`config.mk`:
```
export PLATFORM = sky130hd
export DESIGN_NAME = mis_cell
export DESIGN_NICKNAME = d
export VERILOG_FILES = /design/src/hw/rtl/mis_pkg.sv /design/src/hw/rtl/mis_cell.sv
export SDC_FILE = /design/constraint.sdc
export NUM_CORES = 1
export LEC_CHECK = 0
export ABC_CLOCK_PERIOD_IN_PS = 3360
export BUFFER_PORTS_ARGS = -buffer_cell sky130_fd_sc_hd__buf_2
export CAP_MARGIN = 15
export CORE_MARGIN = 2
export CORE_UTILIZATION = 45
export DETAILED_ROUTE_END_ITERATION = 8
export HOLD_SLACK_MARGIN = 0.03
export PLACE_DENSITY_LB_ADDON = 0.25
export SYNTH_ARGS = -nofsm -noshare
export SYNTH_HDL_FRONTEND = slang
export SYNTH_SLANG_ARGS = --single-unit
```
`constraint.sdc`:
```
create_clock -name clk -period 3.36 [get_ports clk]
set_input_delay 0.672 -clock clk [delete_from_list [all_inputs] [get_ports clk]]
set_output_delay 0.672 -clock clk [all_outputs]
set_load 0.05 [all_outputs]
```
`src/hw/rtl/mis_pkg.sv`:
```
// Shared constants and types for the merge insertion sorter.
`default_nettype none
package mis_pkg;

  localparam int MAX_ITEMS = 64;
  localparam int VALUE_W   = 31;
  localparam int CNT_W     = $clog2(MAX_ITEMS + 1);

  typedef logic [VALUE_W-1:0] value_t;
  typedef logic [CNT_W-1:0]   count_t;

  typedef struct packed {
    logic ins;
    logic shift;
  } cell_ctl_t;

endpackage
`default_nettype wire

```
`src/hw/rtl/mis_cell.sv`:
```
// One storage cell of the sorting chain: insert with right shift, drain with left shift.
`default_nettype none
module mis_cell
  import mis_pkg::*;
(
  input  wire logic      clk,
  input  wire cell_ctl_t ctl,
  input  wire value_t    new_value,
  input  wire logic      occ,
  input  wire logic      tail,
  input  wire value_t    prev_value,
  input  wire logic      prev_gt,
  input  wire value_t    next_value,
  output value_t         value,
  output logic           gt
);

  value_t value_r;
  value_t value_nxt;

  assign value = value_r;
  assign gt    = occ && (value_r > new_value);

  always_comb begin
    value_nxt = value_r;
    if (ctl.ins) begin
      if (gt || tail) begin
        value_nxt = prev_gt ? prev_value : new_value;
      end
    end else if (ctl.shift) begin
      value_nxt = next_value;
    end
  end

  always_ff @(posedge clk) begin
    value_r <= value_nxt;
  end

endmodule
`default_nettype wire

```
==> results of run 1 <==
stage by stage:
stage          instances  power [mW]  instance area (um2)  setup WS [ns]  utilization [%]
6_report             448        1.24                 3150          0.247             62.1
5_1_grt              448        1.31                 3150         0.0754             62.1
4_1_cts              448        1.25                 3150          0.256             62.1
3_5_place_dp         440       0.968                 3070          0.220             60.5
3_3_place_gp         440       0.959                 3070          0.319             60.5
2_1_floorplan        250       0.824                 2370          0.406                -
placed cells by master (no fill, tap or decap), types with 3 or more instances in the layout:
| master | synthesis | layout |
|---|---|---|
| inv_1 | 32 | 32 |
| nand4_1 | 6 | 6 |
| nand3_1 | 3 | 3 |
| clkbuf_8 | 0 | 5 |
| mux2i_1 | 31 | 31 |
| a21oi_1 | 43 | 43 |
| buf_2 | 3 | 130 |
| nand2_1 | 6 | 6 |
| o21ai_0 | 3 | 3 |
| nor2_1 | 36 | 36 |
| edfxtp_1 | 31 | 31 |
| ha_1 | 31 | 31 |
cell families after synthesis:
family	Yosys count
adders and majority gates	31
DFF	31
buffers and inverters	43
muxes	31
and+or+nand+nor	56
AOI/OAI and AO/OA	58
final cells by class:
type,instances,area [um2]
fillers,460,1930
multi-input cells,176,1270
clock buffers,7,76.3
well taps,70,87.6
repair buffers,131,658
clock inverters,1,5.00
flip-flops and latches,31,931
inverters,32,120
worst max path at each step:
stage	startpoint	end	slack [ns]	depth (start not counted)
floorplan	value[29]	value[0]	0.41	5
global placement	new_value[2]	gt	0.32	9
detailed placement	new_value[29]	value[18]	0.22	7
CTS	new_value[29]	gt	0.26	8
global route	new_value[29]	gt	0.08	8
finish	new_value[29]	gt	0.25	8
cell usage after synthesis:
library cell / instances / share of area [%]
clkbuf_1: 5 / 0.79
nand2_1: 6 / 0.95
a22oi_1: 1 / 0.32
o31a_1: 2 / 0.74
nand4_1: 6 / 1.6
buf_2: 3 / 0.63
nand3b_1: 1 / 0.32
buf_1: 3 / 0.48
ha_1: 31 / 16
o41a_1: 1 / 0.48
inv_1: 32 / 5.1
edfxtp_1: 31 / 39
a211oi_2: 1 / 0.53
o21ai_0: 3 / 0.63
nand3_1: 3 / 0.63
a31oi_1: 1 / 0.26
nor4_1: 1 / 0.26
nor3_1: 2 / 0.42
o22a_1: 1 / 0.37
o21a_1: 2 / 0.63
nor2_1: 36 / 5.7
a21boi_0: 1 / 0.32
a21oi_1: 43 / 9.1
o211ai_1: 1 / 0.32
a211oi_1: 1 / 0.32
nand2b_1: 1 / 0.26
mux2i_1: 31 / 13
worst max-delay path, delay by kind of cell:
family / cells / cell delay, ns
adder cells (fa/ha/maj): 1 / 0.30
AO/OA/AOI/OAI: 2 / 0.38
buffers and inverters: 3 / 0.40
AND/OR/NAND/NOR: 2 / 0.69
layer usage:
layer,GRT usage [%],wire [um],vias to the layer above,part of all wire (%)
li1,-,-,1152,-
met1,22.4,2400,942,42
met2,35.4,2800,73,49
met3,4.62,348,11,6.1
met4,9.64,126,0,2.2
met5,0,0,-,0
where the power goes:
part,switching (mW),internal [mW]
clock network,0.137,0.145
logic,0.300,0.154
registers,0.0207,0.481
total,0.457,0.780
==> qor.yml, run 1 <==
status: "completed"
drt-wirelength-per-cell_um: 12.7
synth_xor_area_share_pct: 0
diodes: 0
skew_ns: 0.00732
grt_usage_pct: 19.9
worstPathRequired_ns: 2.69
yosysSeqAreaShare_pct: 39.3
rsz0062_at_grt: "no"
syn_nets: 380
setup_viol: 0
end_kind: "output port"
post_drt_via_cell_ratio: 4.86
dr.pass1.iters: 4
yosys.cell_types.count: 27
cts_buffer_depth: 2
synth.area.mux_share_pct: 13.1
netlist_instances: 250
cts.sinks: 31
drt_iter0_drc: 75
cts_setup_buffers: 0
design.core.area_mm2: 0.00507
leakagePower_nw: 1.63
drc: 0
grt_pass1_vias: 2175
cts_hold_buf: 0
netlist_area_mm2: 0.00237
slew_viol_final: 0
rrSetupSlack_ns: 0.62
cp_slowest_cell: "nor4_1"
design.die.area_mm2: 0.00585
antenna_found_initial: 0
initial_core_util_pct: 46.6
cts-root-buf: "clkbuf_8"
clk_latency_ns: 0.28
yosys.area_share.simple_pct: 10.2
critPathKind: "input port to output port"
finalCritPeriodShare_pct: 92.6
htree_num_levels: 2
largest_register_ffs: 31
hold_depth: 3
synth_top_family_by_area: "adder cells"
cts_resized: 0
grt_pass1_wl_um: 9340
overflow: 0
worstRegToRegCells: 5
io_buffer_count: 130
setup_tns_ns: 0
fp.dieH_um: 76.5
clkTransAtPathRegs_ns: 0.07
grt_max_degree: 43
timing.hold.ws_ns: 0.705
post-dp-hpwl_um: 4560
regToRegEndpoint: "value[3]"
synth_compound_area_share_pct: 14.0
placementRows: 26
arrival_ns: 2.44
vias: 2178
crit_fanout: 4
area_delta_synth_final_pct: 33.1
routed_wl_um: 5670
fmax_mhz: 321
r2r-start: "value[26]"
tritoncts: "yes"
max_slew_margin_pct: 36.5
cts_buffers: 5
drive_gt1_share_pct: 36.8
hold_start: "next_value[21]"
powerDensity_mw_per_mm2: 393
ioPinCount: 131
hold_end: "value[21]"
ir_worst_vdd_v: 0.000259
synth_area_per_cell_um2: 9.46
synth_seq_cells: 31
critPathLaunchType: "input port"
fin_nets: 507
synth_warnings: 0
crit_path_cell_trace: "buf_2, inv_1, ha_1, nand4_1, nor4_1, o41a_1, o21a_1, buf_2"
worstMarginPinSlew_ns: 0.953
cap_violations: 0
hold_class: "input port to flop"
place_congestion: 0.777
crit_path_frequent_cell: "buf_2"
die_x_um: 76.5
synthAdderAreaFrac_pct: 16.4
cp_slowest_stage_delay_ns: 0.52
min_period_ns: 3.11
hold_viol: 0
drtAntennaViolNets: 0
Power figures use the tool's default switching activity.
==> run 2, diff against run 1 <==
--- a/config.mk
+++ b/config.mk
@@ -9,7 +9,7 @@
 export BUFFER_PORTS_ARGS = -buffer_cell sky130_fd_sc_hd__buf_2
 export CAP_MARGIN = 15
 export CORE_MARGIN = 2
-export CORE_UTILIZATION = 45
+export CORE_UTILIZATION = 25
 export DETAILED_ROUTE_END_ITERATION = 8
 export HOLD_SLACK_MARGIN = 0.03
 export PLACE_DENSITY_LB_ADDON = 0.25
==> run 2 against run 1 <==
  * Clock-buffer cell count decreased by 2
  * Sequential power about the same
  * Clock power shrank 1%
  * Routed wire length rose by 10%
  * Global-route usage decreased by 7.8 points
  * Clock skew shrank 0.00088 ns
==> qor.yml, run 2 (synthesis gave the netlist of run 1 again) <==
status: "completed"
io_buffer_count: 130  # unchanged
placed_area_mm2: 0.00313  # +1.9%
cts_hold_buf: 0  # unchanged
htree_num_levels: 2  # unchanged
final_util_pct: 34.8  # -27 points
placementRows: 35  # +35%
post-dp-hpwl_um: 5010  # +9.8%
die_x_um: 101  # +32%
critPathLaunchType: "input port"
grt_pass1_wl_um: 9570  # +2.5%
diodes: 0  # unchanged
layout_common_cells: "130 x buf_2, 43 x a21oi_1, 36 x nor2_1"
preCtsSetupSlack_ns: 0.244  # +0.0236 ns
vias: 2177  # -0.046%
worstMarginPinSlew_ns: 0.991  # +0.0382 ns
cts_resized: 0  # unchanged
place_congestion: 0.719  # -7.5%
clk_latency_ns: 0.28  # about the same
rsz0062_at_grt: "no"
powerDensity_mw_per_mm2: 386  # -1.8%
min_period_ns: 3.11  # -0.00652 ns
busiest_layer: "met2"
hold_viol: 0  # unchanged
post_drt_via_cell_ratio: 4.45  # -8.4%
slew_viol_final: 0  # unchanged
cts_buffers: 5  # unchanged
overflow: 0  # unchanged
setup_viol: 0  # unchanged
crit_fanout: 3  # -1
cts.sinks: 31  # unchanged
hold_class: "input port to flop"
cts_buffer_depth: 2  # unchanged
ioPinCount: 131  # unchanged
design.die.area_mm2: 0.0103  # +75%
grt_max_degree: 63  # +47%
cts_setup_buffers: 0  # unchanged
layout.cells.most_common: "buf_2"
ir_worst_vdd_v: 0.000120  # -54%
fin_nets: 508  # +0.20%
largest_register_ffs: 31  # unchanged
initial_core_util_pct: 25.7  # -21 points
drive_gt1_share_pct: 37.0  # +0.26 points
antenna_found_initial: 0  # unchanged
worstPathRequired_ns: 2.69  # about the same
area_delta_synth_final_pct: 35.4
drtAntennaViolNets: 0  # unchanged
grt_usage_pct: 12.1  # -7.8 points
postLayoutSetupSlackWorst_ns: 0.254  # +0.00652 ns
drc: 0  # unchanged
end_kind: "output port"
arrival_ns: 2.43  # about the same
finalCritPeriodShare_pct: 92.5  # -0.19 points
leakagePower_nw: 1.63  # +0.29%
fin_area_mm2: 0.00320  # +1.7%
grt_pass1_vias: 2040  # -6.2%
routed_wl_um: 6260  # +10%
dr.pass1.iters: 4  # unchanged
design.core.area_mm2: 0.00920  # +81%
cts-root-buf: "clkbuf_8"
power.total_mw: 1.24  # about the same
tritoncts: "yes"
clkTransAtPathRegs_ns: 0.07  # about the same
max_slew_margin_pct: 33.9  # -2.5 points
setup_tns_ns: 0  # unchanged
grtUsageMet2_pct: 20.3  # -15 points
drt-wirelength-per-cell_um: 12.8  # +1.1%
grt_util_met3_pct: 2.90  # -1.7 points
drt_iter0_drc: 58  # -23%
use_met1_pct: 15.5  # -6.9 points
skew_ns: 0.00644  # -0.000879 ns
fp.dieH_um: 101  # +32%
fmax_mhz: 322  # +0.21%
critPathKind: "input port to output port"
cap_violations: 0  # unchanged
fillers: 996  # +120%
==> run 2: area by class of cell <==
cell class / instances / area, um2 / area share, %
clock inverters: 2 / 8.76 / 0.273
well taps: 111 / 139 / 4.33
repair buffers: 132 / 666 / 20.8
multi-input cells: 176 / 1270 / 39.7
flip-flops and latches: 31 / 931 / 29.1
clock buffers: 5 / 68.8 / 2.15
inverters: 32 / 120 / 3.75
==> run 2: layer usage <==
metal  vias to the layer above  wire [um]
li1                       1155          -
met1                       946       2850
met2                        72       2950
met3                         4        401
met4                         0         62
met5                         -          0
==> run 2: path summary, 6_finish.rpt <==
| kind | from | endpoint | slack (ns) | depth (start not counted) |
|---|---|---|---|---|
| min reg2reg | value[2] | value[30] | 1.66 | 6 |
| max | new_value[2] | gt | 0.25 | 9 |
| min | next_value[13] | value[13] | 0.71 | 3 |
| max reg2reg | value[13] | value[19] | 0.68 | 6 |
==> run 2: per-stage QoR <==
stage / std cells / hold slack (ns)
6_report: 489 / 0.711
5_1_grt: 489 / 0.722
4_1_cts: 489 / 0.704
3_5_place_dp: 482 / 1.00
3_3_place_gp: 482 / 0.995
2_1_floorplan: 250 / 0.898
==> run 2: critical path, stage by stage <==
cell and delay (ns):
buf_2 0.09, inv_1 0.04, ha_1 0.30, a21oi_1 0.13
a21oi_1 0.08, o31a_1 0.29, o41a_1 0.43, o21a_1 0.20
buf_2 0.21
==> run 2: report_power, final <==
part           switching (mW)  internal [mW]  leakage, nW
Combinational           0.302          0.154         1.29
Sequential             0.0220          0.481        0.301
Clock                   0.140          0.138       0.0414
==> run 3, diff against run 2 <==
--- a/config.mk
+++ b/config.mk
@@ -13,6 +13,7 @@
 export DETAILED_ROUTE_END_ITERATION = 8
 export HOLD_SLACK_MARGIN = 0.03
 export PLACE_DENSITY_LB_ADDON = 0.25
+export RECOVER_POWER = 50
 export SYNTH_ARGS = -nofsm -noshare
 export SYNTH_HDL_FRONTEND = slang
 export SYNTH_SLANG_ARGS = --single-unit
==> run 3 against run 2 <==
  * The flow now finishes with violations (max-capacitance violations, max-slew violations)
  * First-iteration DRC count fell by 5.2%
  * Clock power about the same
  * Worst setup slack barely moved
  * Largest power group unchanged
  * Via count is essentially flat
  * Routed wire length decreased by 0.16%
  * Core utilization decreased by 0.44 points
  * Combinational power shrank 2%
  * Cell count is the same
  * Maximum frequency is essentially flat
==> qor.yml, run 3 (synthesis gave the netlist of run 1 again) <==
status: "finished with violations"
failed_checks: "max-capacitance violations, max-slew violations"
critPathLaunchType: "input port"
grt_usage_pct: 12.1  # unchanged
clockPowerShare_pct: 22.6  # about the same
critPathKind: "input port to output port"
initial_core_util_pct: 25.7  # unchanged
cts.sinks: 31  # unchanged
layout_common_cells: "98 x buf_2, 43 x a21oi_1, 36 x nor2_1"
grt_pass1_vias: 2040  # unchanged
fmax_mhz: 322  # about the same
ioPinCount: 131  # unchanged
leakagePower_nw: 1.55  # -5.2%
cts_hold_buf: 0  # unchanged
grt_pass1_wl_um: 9570  # unchanged
placementRows: 35  # unchanged
skew_ns: 0.00604  # -0.000407 ns
end_kind: "output port"
design.core.area_mm2: 0.00920  # unchanged
cts_buffers: 5  # unchanged
hold_class: "input port to flop"
worstMarginPinSlew_ns: 2.37  # +1.38 ns
grt_max_degree: 63  # unchanged
drtAntennaViolNets: 0  # unchanged
crit_fanout: 3  # unchanged
arrival_ns: 2.43  # about the same
combPwrFrac_pct: 36.3  # -0.5 points
powerDensity_mw_per_mm2: 388  # +0.57%
rsz0062_at_grt: "no"
min_period_ns: 3.11  # +0.000160 ns
drt_iter0_drc: 55  # -5.2%
clkTransAtPathRegs_ns: 0.07  # about the same
post-dp-hpwl_um: 5010  # unchanged
swShare_pct: 37.8  # +0.29 points
seq_power_share_pct: 41.1  # +0.4 points
design.die.area_mm2: 0.0103  # unchanged
cts-root-buf: "clkbuf_8"
dr.pass1.iters: 4  # unchanged
drt-wirelength-per-cell_um: 12.8  # -0.16%
io_buffer_count: 130  # unchanged
drive_gt1_share_pct: 28.6  # -8.5 points
p_int_mw: 0.764  # -1.1%
clk_latency_ns: 0.28  # about the same
slew_viol_final: 32  # +32
setup_viol: 0  # unchanged
fin_nets: 508  # unchanged
placed_area_mm2: 0.00313  # unchanged
layout.cells.most_common: "buf_2"
overflow: 0  # unchanged
hold_viol: 0  # unchanged
rrSetupSlack_ns: 0.68  # about the same
cts_resized: 0  # unchanged
vias: 2179  # +0.092%
worstPathRequired_ns: 2.69  # about the same
fillers: 1000  # +0.40%
cts_setup_buffers: 0  # unchanged
max_slew_margin_pct: -58.2  # -92 points
die_x_um: 101  # unchanged
post_drt_via_cell_ratio: 4.46  # about the same
tritoncts: "yes"
setup_tns_ns: 0  # unchanged
drc: 0  # unchanged
routed_wl_um: 6250  # -0.16%
area_delta_synth_final_pct: 33.7
power.net_switching_mw: 0.464  # about the same
fp.dieH_um: 101  # unchanged
place_congestion: 0.719  # unchanged
largest_register_ffs: 31  # unchanged
cts_buffer_depth: 2  # unchanged
fin_area_mm2: 0.00316  # -1.2%
cap_violations: 1  # +1
ir_worst_vdd_v: 0.000120  # -0.37%
antenna_found_initial: 0  # unchanged
finalCritPeriodShare_pct: 92.5  # about the same
htree_num_levels: 2  # unchanged
diodes: 0  # unchanged
-- run 3: changes by cell type in the layout (fill, tap and decap cells not counted) --
cell      change
buf_2        -32
clkbuf_1     +32
-- run 3: path summary, 6_finish.rpt --
check	start	to	depth (start not counted)
worst min-delay path	next_value[13]	value[13]	3
worst min register to register	value[2]	value[30]	6
worst max register to register	value[13]	value[19]	6
worst max-delay path	new_value[2]	gt	9
-- run 3: layout make-up --
type	instances	area, um2	area share [%]
Clock buffer	5	68.8	2.17
Tap cell	111	139	4.39
Clock inverter	2	8.76	0.277
Timing Repair Buffer	132	626	19.8
Inverter	32	120	3.80
Sequential cell	31	931	29.4
Multi-Input combinational cell	176	1270	40.2
-- run 3: routing by layer --
| layer | share of wire [%] | track usage (%) | routed length, um | vias up |
|---|---|---|---|---|
| li1 | - | - | - | 1154 |
| met1 | 45 | 15.5 | 2840 | 949 |
| met2 | 47 | 20.3 | 2940 | 72 |
| met3 | 6.5 | 2.90 | 407 | 4 |
| met4 | 0.99 | 3.43 | 62 | 0 |
| met5 | 0 | 0 | 0 | - |
-- run 3: power groups by stage --
stage	clock network, mW	registers, mW	logic (mW)
2_1_floorplan	0	0.649	0.175
5_1_grt	0.312	0.511	0.497
3_5_place_dp	0	0.513	0.462
3_3_place_gp	0	0.512	0.460
4_1_cts	0.293	0.505	0.464
6_report	0.277	0.505	0.446
-- run 3: critical path: stages --
cell and delay [ns]:
buf_2 0.09, inv_1 0.04, ha_1 0.30, a21oi_1 0.13, a21oi_1 0.08, o31a_1 0.29, o41a_1 0.43, o21a_1 0.20
buf_2 0.21
-- run 3: stage by stage --
step           std cells  utilization [%]  power, mW  setup slack, ns  hold WS, ns
3_3_place_gp         482             34.0      0.972            0.292        0.995
2_1_floorplan        250                -      0.824            0.406        0.898
4_1_cts              489             34.8       1.26            0.251        0.704
6_report             489             34.4       1.23            0.253        0.711
5_1_grt              489             34.4       1.32            0.103        0.722
3_5_place_dp         482             34.0      0.976            0.244         1.00
